[config.mk]
export PLATFORM = sky130hd
export DESIGN_NAME = fir_hilbert_quadrature_splitter_top
export DESIGN_NICKNAME = d
export VERILOG_FILES = /design/src/hw/rtl/fhq_pkg.sv /design/src/hw/rtl/fhq_delay_line.sv /design/src/hw/rtl/fhq_da_mac.sv /design/src/hw/rtl/fir_hilbert_quadrature_splitter_top.sv
export SDC_FILE = /design/constraint.sdc
export NUM_CORES = 2
export LEC_CHECK = 0
export BUFFER_PORTS_ARGS = -buffer_cell sky130_fd_sc_hd__buf_2
export CAP_MARGIN = 0
export CORE_UTILIZATION = 55
export CTS_BUF_LIST = sky130_fd_sc_hd__clkbuf_4
export DETAILED_ROUTE_END_ITERATION = 6
export GPL_TIMING_DRIVEN = 0
export PLACE_DENSITY = 0.75
export SLEW_MARGIN = 20
export SYNTH_ARGS = -nofsm -noshare
export SYNTH_HDL_FRONTEND = slang
export SYNTH_SLANG_ARGS = --single-unit
export TNS_END_PERCENT = 20
[constraint.sdc]
create_clock -name clk -period 8.8 [get_ports clk]
set_input_delay 0.88 -clock clk [delete_from_list [all_inputs] [get_ports clk]]
set_output_delay 0.88 -clock clk [all_outputs]
set_load 0.005 [all_outputs]
[src/hw/rtl/fhq_pkg.sv]
// Shared constants, types and the distributed-arithmetic table for the FIR
// Hilbert quadrature splitter. No dependencies.
`default_nettype none

package fhq_pkg;

	localparam int TAP_COUNT   = 31;
	localparam int SAMPLE_BITS = 24;
	localparam int COEF_BITS   = 18;
	localparam int HALF_DELAY  = (TAP_COUNT - 1) / 2;
	localparam int FRAC_SHIFT  = COEF_BITS - 1;

	// Antisymmetric filter: h[30-i] = -h[i], only even i carry weight.
	// Pair p combines taps 2+2p and 28-2p.
	localparam int PAIR_COUNT = 7;
	localparam int PAIR_FIRST = 2;
	localparam int DIFF_BITS  = SAMPLE_BITS + 1;
	localparam int DA_BITS    = COEF_BITS;
	localparam int DA_DEPTH   = 1 << PAIR_COUNT;
	localparam int ACC_BITS   = DIFF_BITS + DA_BITS;
	localparam int Q_BITS     = ACC_BITS - FRAC_SHIFT;
	localparam int CNT_BITS   = $clog2(DIFF_BITS);
	localparam int TDATA_IN_BITS  = ((SAMPLE_BITS + 7) / 8) * 8;
	localparam int TDATA_OUT_BITS = ((2 * SAMPLE_BITS + 7) / 8) * 8;

	localparam int PAIR_COEF [PAIR_COUNT] = '{-108, -585, -1861, -4697, -10514, -23621,
		-81954};

	typedef logic signed [DA_BITS-1:0] da_word_t;
	typedef da_word_t da_rom_t [DA_DEPTH];
	typedef logic [PAIR_COUNT-1:0][DIFF_BITS-1:0] diff_vec_t;

	typedef struct packed {
		logic load;
		logic step;
		logic first;
	} mac_ctrl_t;

	// Entry a holds the sum of the pair coefficients selected by the bits of a.
	function automatic da_rom_t build_da_rom();
		da_rom_t rom;
		int      s;
		for (int a = 0; a < DA_DEPTH; a++) begin
			s = 0;
			for (int p = 0; p < PAIR_COUNT; p++) begin
				if (((a >> p) & 1) != 0) begin
					s = s + PAIR_COEF[p];
				end
			end
			rom[a] = DA_BITS'(s);
		end
		return rom;
	endfunction

	localparam da_rom_t DA_ROM = build_da_rom();

endpackage

`default_nettype wire

[src/hw/rtl/fhq_delay_line.sv]
// Sample history as a 31-stage shift line plus the pair differences of the
// antisymmetric taps. Depends on fhq_pkg.
`default_nettype none

module fhq_delay_line (
	input  wire logic                                clk,
	input  wire logic                                arst_n,
	input  wire logic                                shift_en,
	input  wire logic signed [fhq_pkg::SAMPLE_BITS-1:0] sample_in,
	output logic signed [fhq_pkg::SAMPLE_BITS-1:0]      tap_mid,
	output fhq_pkg::diff_vec_t                       pair_diff
);
	import fhq_pkg::*;

	logic signed [SAMPLE_BITS-1:0] hist_q [TAP_COUNT];

	// Advance the line by one sample; stage 0 holds the newest.
	always_ff @(posedge clk or negedge arst_n) begin
		if (!arst_n) begin
			for (int k = 0; k < TAP_COUNT; k++) begin
				hist_q[k] <= '0;
			end
		end else if (shift_en) begin
			hist_q[0] <= sample_in;
			for (int k = 1; k < TAP_COUNT; k++) begin
				hist_q[k] <= hist_q[k-1];
			end
		end
	end

	assign tap_mid = hist_q[HALF_DELAY];

	for (genvar p = 0; p < PAIR_COUNT; p++) begin : g_pair
		localparam int LO = PAIR_FIRST + 2 * p;
		localparam int HI = TAP_COUNT - 1 - LO;
		assign pair_diff[p] = {hist_q[LO][SAMPLE_BITS-1], hist_q[LO]}
			- {hist_q[HI][SAMPLE_BITS-1], hist_q[HI]};
	end

endmodule

`default_nettype wire

[src/hw/rtl/fhq_da_mac.sv]
// Bit-serial distributed-arithmetic accumulator: one bit of every pair
// difference per cycle, MSB first, then round and saturate. Depends on fhq_pkg.
`default_nettype none

module fhq_da_mac (
	input  wire logic                                clk,
	input  wire logic                                arst_n,
	input  fhq_pkg::mac_ctrl_t                       ctrl,
	input  fhq_pkg::diff_vec_t                       pair_diff,
	output logic signed [fhq_pkg::SAMPLE_BITS-1:0]      quad
);
	import fhq_pkg::*;

	diff_vec_t                   diff_q;
	logic signed [ACC_BITS-1:0]  acc_q;
	logic [PAIR_COUNT-1:0]       addr;
	logic signed [ACC_BITS-1:0]  term;
	logic signed [ACC_BITS-1:0]  rsum;
	logic signed [Q_BITS-1:0]    qv;
	logic                        ovf;

	always_comb begin
		for (int p = 0; p < PAIR_COUNT; p++) begin
			addr[p] = diff_q[p][DIFF_BITS-1];
		end
	end

	assign term = ACC_BITS'(DA_ROM[addr]);

	// Load the differences, then shift them out MSB first; the sign bit
	// carries negative weight.
	always_ff @(posedge clk or negedge arst_n) begin
		if (!arst_n) begin
			acc_q <= '0;
		end else if (ctrl.load) begin
			acc_q <= '0;
		end else if (ctrl.step) begin
			acc_q <= {acc_q[ACC_BITS-2:0], 1'b0} + (ctrl.first ? -term : term);
		end
	end

	always_ff @(posedge clk) begin
		if (ctrl.load) begin
			diff_q <= pair_diff;
		end else if (ctrl.step) begin
			for (int p = 0; p < PAIR_COUNT; p++) begin
				diff_q[p] <= {diff_q[p][DIFF_BITS-2:0], 1'b0};
			end
		end
	end

	// Round half up, then clamp to the sample range.
	assign rsum = acc_q + (ACC_BITS'(1) <<< (FRAC_SHIFT - 1));
	assign qv   = rsum[ACC_BITS-1:FRAC_SHIFT];
	assign ovf  = !((qv[Q_BITS-1:SAMPLE_BITS-1] == '0) || (qv[Q_BITS-1:SAMPLE_BITS-1] == '1));

	always_comb begin
		if (ovf) begin
			quad = qv[Q_BITS-1] ? {1'b1, {(SAMPLE_BITS-1){1'b0}}}
				: {1'b0, {(SAMPLE_BITS-1){1'b1}}};
		end else begin
			quad = qv[SAMPLE_BITS-1:0];
		end
	end

endmodule

`default_nettype wire

[src/hw/rtl/fir_hilbert_quadrature_splitter_top.sv]
// Top level of the 31-tap FIR Hilbert quadrature splitter: stream ports,
// sequencer and output register. Depends on fhq_pkg, fhq_delay_line, fhq_da_mac.
//
// Usage:
//   Input channel s_*: one beat carries one 24-bit Q1.23 audio sample.
//   Output channel m_*: one beat per input beat, carrying in_phase (the
//   sample from fifteen beats earlier) and quadrature (the Hilbert-filtered
//   sample, rounded half up and saturated to 24 bits).
//   The bit-serial accumulator spends one cycle per bit of the 25-bit pair
//   differences; the sequencer loads the differences before the first bit,
//   delivers the rounded result after the last one and then returns to idle.
//   s_tready is high only while the sequencer is idle, so one sample is in
//   flight at a time. A finished result waits in the output register; the
//   next sample is still taken meanwhile. If the receiver stalls long enough
//   that a second result is ready, the sequencer holds in its final state
//   until the output register frees up.
//   Reset clears the sample history to zero (in_phase reads zero for the
//   first fifteen beats), empties the output register and idles the
//   sequencer.
`default_nettype none

module fir_hilbert_quadrature_splitter_top (
	input  wire logic                                  clk,
	input  wire logic                                  arst_n,
	input  wire logic                                  s_tvalid,
	output logic                                       s_tready,
	input  wire logic [fhq_pkg::TDATA_IN_BITS-1:0]     s_tdata,  // [23:0] sample
	output logic                                       m_tvalid,
	input  wire logic                                  m_tready,
	output logic [fhq_pkg::TDATA_OUT_BITS-1:0]         m_tdata   // [23:0] in_phase,
	                                                             // [47:24] quadrature
);
	import fhq_pkg::*;

	typedef enum logic [3:0] {
		ST_IDLE = 4'b0001,
		ST_LOAD = 4'b0010,
		ST_RUN  = 4'b0100,
		ST_DONE = 4'b1000
	} state_t;

	state_t                         state_q;
	logic [CNT_BITS-1:0]            cnt_q;
	logic                           in_fire;
	logic                           out_write;
	mac_ctrl_t                      ctrl;
	diff_vec_t                      pair_diff;
	logic signed [SAMPLE_BITS-1:0]  tap_mid;
	logic signed [SAMPLE_BITS-1:0]  quad;
	logic signed [SAMPLE_BITS-1:0]  in_phase_q;
	logic signed [SAMPLE_BITS-1:0]  quadrature_q;
	logic                           out_valid_q;

	assign s_tready  = (state_q == ST_IDLE);
	assign in_fire   = s_tvalid && s_tready;
	// Write the result only when the output register is empty or draining.
	assign out_write = (state_q == ST_DONE) && (!out_valid_q || m_tready);

	assign ctrl.load  = (state_q == ST_LOAD);
	assign ctrl.step  = (state_q == ST_RUN);
	assign ctrl.first = (cnt_q == '0);

	fhq_delay_line u_line (
		.clk       (clk),
		.arst_n    (arst_n),
		.shift_en  (in_fire),
		.sample_in (s_tdata[SAMPLE_BITS-1:0]),
		.tap_mid   (tap_mid),
		.pair_diff (pair_diff)
	);

	fhq_da_mac u_mac (
		.clk       (clk),
		.arst_n    (arst_n),
		.ctrl      (ctrl),
		.pair_diff (pair_diff),
		.quad      (quad)
	);

	// Sequencer: idle -> load differences -> one step per bit -> deliver.
	always_ff @(posedge clk or negedge arst_n) begin
		if (!arst_n) begin
			state_q <= ST_IDLE;
			cnt_q   <= '0;
		end else begin
			unique case (state_q)
				ST_IDLE: begin
					if (in_fire) begin
						state_q <= ST_LOAD;
					end
				end
				ST_LOAD: begin
					cnt_q   <= '0;
					state_q <= ST_RUN;
				end
				ST_RUN: begin
					if (cnt_q == CNT_BITS'(DIFF_BITS - 1)) begin
						state_q <= ST_DONE;
					end
					cnt_q <= cnt_q + CNT_BITS'(1);
				end
				ST_DONE: begin
					if (out_write) begin
						state_q <= ST_IDLE;
					end
				end
				default: begin
					state_q <= ST_IDLE;
				end
			endcase
		end
	end

	// Output register: hold the beat until the receiver takes it.
	always_ff @(posedge clk or negedge arst_n) begin
		if (!arst_n) begin
			out_valid_q <= 1'b0;
		end else if (out_write) begin
			out_valid_q <= 1'b1;
		end else if (m_tready) begin
			out_valid_q <= 1'b0;
		end
	end

	always_ff @(posedge clk) begin
		if (out_write) begin
			in_phase_q   <= tap_mid;
			quadrature_q <= quad;
		end
	end

	assign m_tvalid = out_valid_q;
	assign m_tdata  = TDATA_OUT_BITS'({quadrature_q, in_phase_q});

endmodule

`default_nettype wire
==> flow_metrics.py <==
metrics = {
    "setup_path": {
        "critical_path.endpoint": "u_mac.acc_q[39]",
        "regToRegStartpoint": "u_mac.addr[1]",
        "path_max_fanout": 10,
        "end_kind": "register",
        "regToRegSetupSlack_ns": 0.60,
        "required_ns": 9.86,
        "cp-start-kind": "register",
        "critPathLaunch": "u_mac.addr[1]",
        "rr_endpoint": "u_mac.acc_q[39]",
        "crit_arrival_ns": 9.26,
        "worstRegToRegCells": 26,
        "crit_type": "register to register",
    },
    "final_layout": {
        "area_delta_synth_final_pct": 12.1,
        "fillers": 7467,
        "drive_gt1_frac": 0.104,
        "fin_nets": 6113,
    },
    "logic_synthesis": {
        "netlist_top_cells_area": "dfrtp_1, edfxtp_1, nand2_1",
        "synth_seq_cells": 972,
        "synthMuxAreaShare": 0.00340,
        "ys_types": 93,
        "synth_top_family_by_area": "simple AND/OR/NAND/NOR gates",
        "synth_area_per_cell_um2": 9.07,
        "yosys.cell_count.top_type": "nand2_1",
        "synth_edf_count": 223,
        "yosys.area_share.adder": 0.0649,
        "async_flop_share": 0.771,
        "synth_area_mm2": 0.0493,
        "synth_xor_area_frac": 0.0353,
        "synth_compound_area_frac": 0.148,
        "netlist_instances": 5437,
        "synth_common_cells": "nand2_1, dfrtp_1, o21ai_0, ha_1, inv_1",
        "syn_nets": 5716,
        "synth-simple-area-share": 0.193,
        "yosys_warnings": 0,
        "synth_top_area_frac": 0.379,
        "seq_area_frac_synth": 0.516,
        "yosysTopAreaCell": "dfrtp_1",
        "synth_top_flop_cell": "dfrtp_1",
    },
    "timing": {
        "hold_viol": 0,
        "tightest_slew_ns": 1.19,
        "rsz0062_at_grt": "no",
        "skew_ns": 0.0885,
        "setup_violations": 0,
        "period_share": 0.932,
        "maxSlewViolCount": 0,
        "hold-worst-slack_ns": 0.205,
        "maxSlewHeadroom": 0.196,
        "fmax_mhz": 122,
        "fin_crit_ns": 8.20,
        "fin_setup_tns_ns": 0,
    },
    "clock_tree": {
        "clk_pin_slew_worst_paths_ns": 0.07,
        "cts_tree": "yes",
        "insertion_delay_ns": 1.16,
        "cts_buffer_depth": 4,
        "htreeDepth": 5,
        "clock_sinks": 972,
        "cts_buffers": 276,
        "postCtsSetupBuffers": 0,
        "cts-root-buf": "clkbuf_4",
        "hold_buffers": 27,
        "cts.repair.resized": 0,
    },
    "floorplanning": {
        "die-area_mm2": 0.0909,
        "die_w_um": 301,
        "fp-row-count": 109,
        "die_height_um": 301,
        "core_area_mm2": 0.0886,
        "start_util": 0.556,
        "io_pins": 78,
    },
    "grt": {
        "grt_pass1_vias": 40639,
        "overflow": 0,
        "grt_pass1_wl_um": 224000,
        "antenna_found_initial": 4,
        "grt_use_total": 0.317,
        "grt_start_max_net_pins": 103,
    },
    "routing": {
        "routed_wl_um": 142000,
        "vias_per_cell": 5.85,
        "num_vias": 42087,
        "drt_iter0_drc": 4333,
        "drtPass1Iterations": 7,
        "drc": 33,
        "ant_nets": 0,
        "wl_per_cell_um": 19.8,
    },
    "run": {
        "cap_viol_max_count": 0,
    },
    "power": {
        "comb_power_share": 0.518,
        "finalPower_uw": 23600,
        "power_switching_uw": 10500,
        "p_clk_frac": 0.178,
        "ir_drop_uv": 259,
        "swShare": 0.444,
        "internal_power_uw": 13100,
        "power_leakage_uw": 0.0262,
        "p_seq_frac": 0.303,
        "cellPowerDensity_mw_per_mm2": 427,
    },
    "place": {
        "hpwl_um": 101000,
        "portBuffers": 77,
        "routabilityCongestion": 0.978,
    },
    "run_status": {
        "violations": "DRC",
        "status": "finished with violations",
    },
    "min_path": {
        "min_path_type": "input port to asynchronous set/reset pin",
    },
}
-- stage by stage --
step / instance area (µm²) / setup WS, ns / util / std cells
4_1_cts: 55300 / 0.723 / 0.624 / 7193
3_5_place_dp: 51600 / 0.742 / 0.582 / 6694
6_report: 55300 / 0.602 / 0.624 / 7199
3_3_place_gp: 51200 / -9.20 / 0.577 / 6679
5_1_grt: 55300 / 0.0623 / 0.624 / 7197
2_1_floorplan: 49300 / 2.51 / - / 5437
-- layout by cell type (no fill, tap or decap), types with 66 or more instances in the layout --
cell type	count
clkbuf_1	218
nand3_1	66
ha_1	243
a21oi_1	143
dfrtp_1	748
edfxtp_1	223
clkbuf_4	427
o21ai_0	641
nand2_1	1770
buf_2	99
xnor2_1	95
nor2_1	153
inv_1	230
xor2_1	102
a21o_1	85
-- state kept, by name (all words and copies together), names as in the netlist --
| name | count |
|---|---|
| u_line.tap_mid | 24 |
| u_line.hist_q | 672 |
| quadrature_q | 24 |
| m_tvalid | 1 |
| cnt_q | 5 |
| in_phase_q | 24 |
| state_q | 4 |
| u_mac.addr | 7 |
| u_mac.acc_q | 43 |
| u_mac.diff_q | 168 |
-- per-layer routing --
layer / routed length (µm) / vias up / share of wire / GRT usage
met5: 0 / - / 0 / 0
met4: 4290 / 0 / 0.030 / 0.121
met3: 11900 / 325 / 0.084 / 0.0604
met2: 63600 / 1868 / 0.45 / 0.479
met1: 62500 / 20497 / 0.44 / 0.453
li1: - / 19397 / - / -
-- how the worst min path moves through the flow --
stage / endpoint / depth (start not counted) / slack, ns
final: u_line.hist_q[407] / 2 / 0.20
after CTS: u_line.hist_q[407] / 2 / 0.11
after floorplan: u_line.hist_q[144] / 2 / 0.44
after global routing: u_line.hist_q[168] / 2 / 0.16
after global placement: u_line.hist_q[485] / 2 / 0.45
after detailed placement: u_line.hist_q[501] / 2 / 0.45
-- power by group through the flow --
stage / clock network [µW] / registers (µW) / logic (µW)
after global routing: 4520 / 7290 / 13500
after CTS: 4260 / 7130 / 12000
after floorplan: 0 / 6860 / 9020
after global placement: 0 / 7230 / 11600
final: 4210 / 7160 / 12200
after detailed placement: 0 / 7200 / 11900
-- critical path: stages, from the launching register on --
cell,delay [ns]
edfxtp_1,0.59
clkbuf_1,0.45
inv_1,0.43
ha_1,0.51
buf_2,0.30
buf_1,0.56
xor2_1,0.15
a221oi_1,0.27
o22ai_1,0.14
a221oi_2,0.38
o21ai_1,0.20
nor4_1,0.28
nand2_1,0.18
o41ai_1,0.34
o21ai_0,0.15
a22o_1,0.27
ha_1,0.34
nand4_1,0.14
a2111oi_0,0.09
a41oi_1,0.28
a31oi_1,0.16
o21ai_0,0.30
a21oi_1,0.16
o21ai_0,0.65
nor3b_1,0.19
or4_1,0.53
nand3_1,0.09
-- logic make-up after synthesis --
family / after synthesis
and+or+nand+nor: 2298
AOI/OAI and AO/OA: 1207
DFF: 972
buffers and inverters: 497
adders and majority gates: 251
xor gates and xnor gates: 198
muxes: 14
-- cell type report --
cell class	instances	area, µm²	area share
Inverter	233	882	0.0159
Tap cell	1165	1460	0.0264
Clock inverter	45	250	0.00452
Multi-Input combinational cell	3968	21900	0.397
Clock buffer	427	3210	0.0580
Timing Repair Buffer	119	1010	0.0183
Antenna cell	6	15.0	0.000271
Sequential cell	972	25400	0.460
Buffer	264	1100	0.0199
No activity file was read; power rests on OpenSTA's default activity.
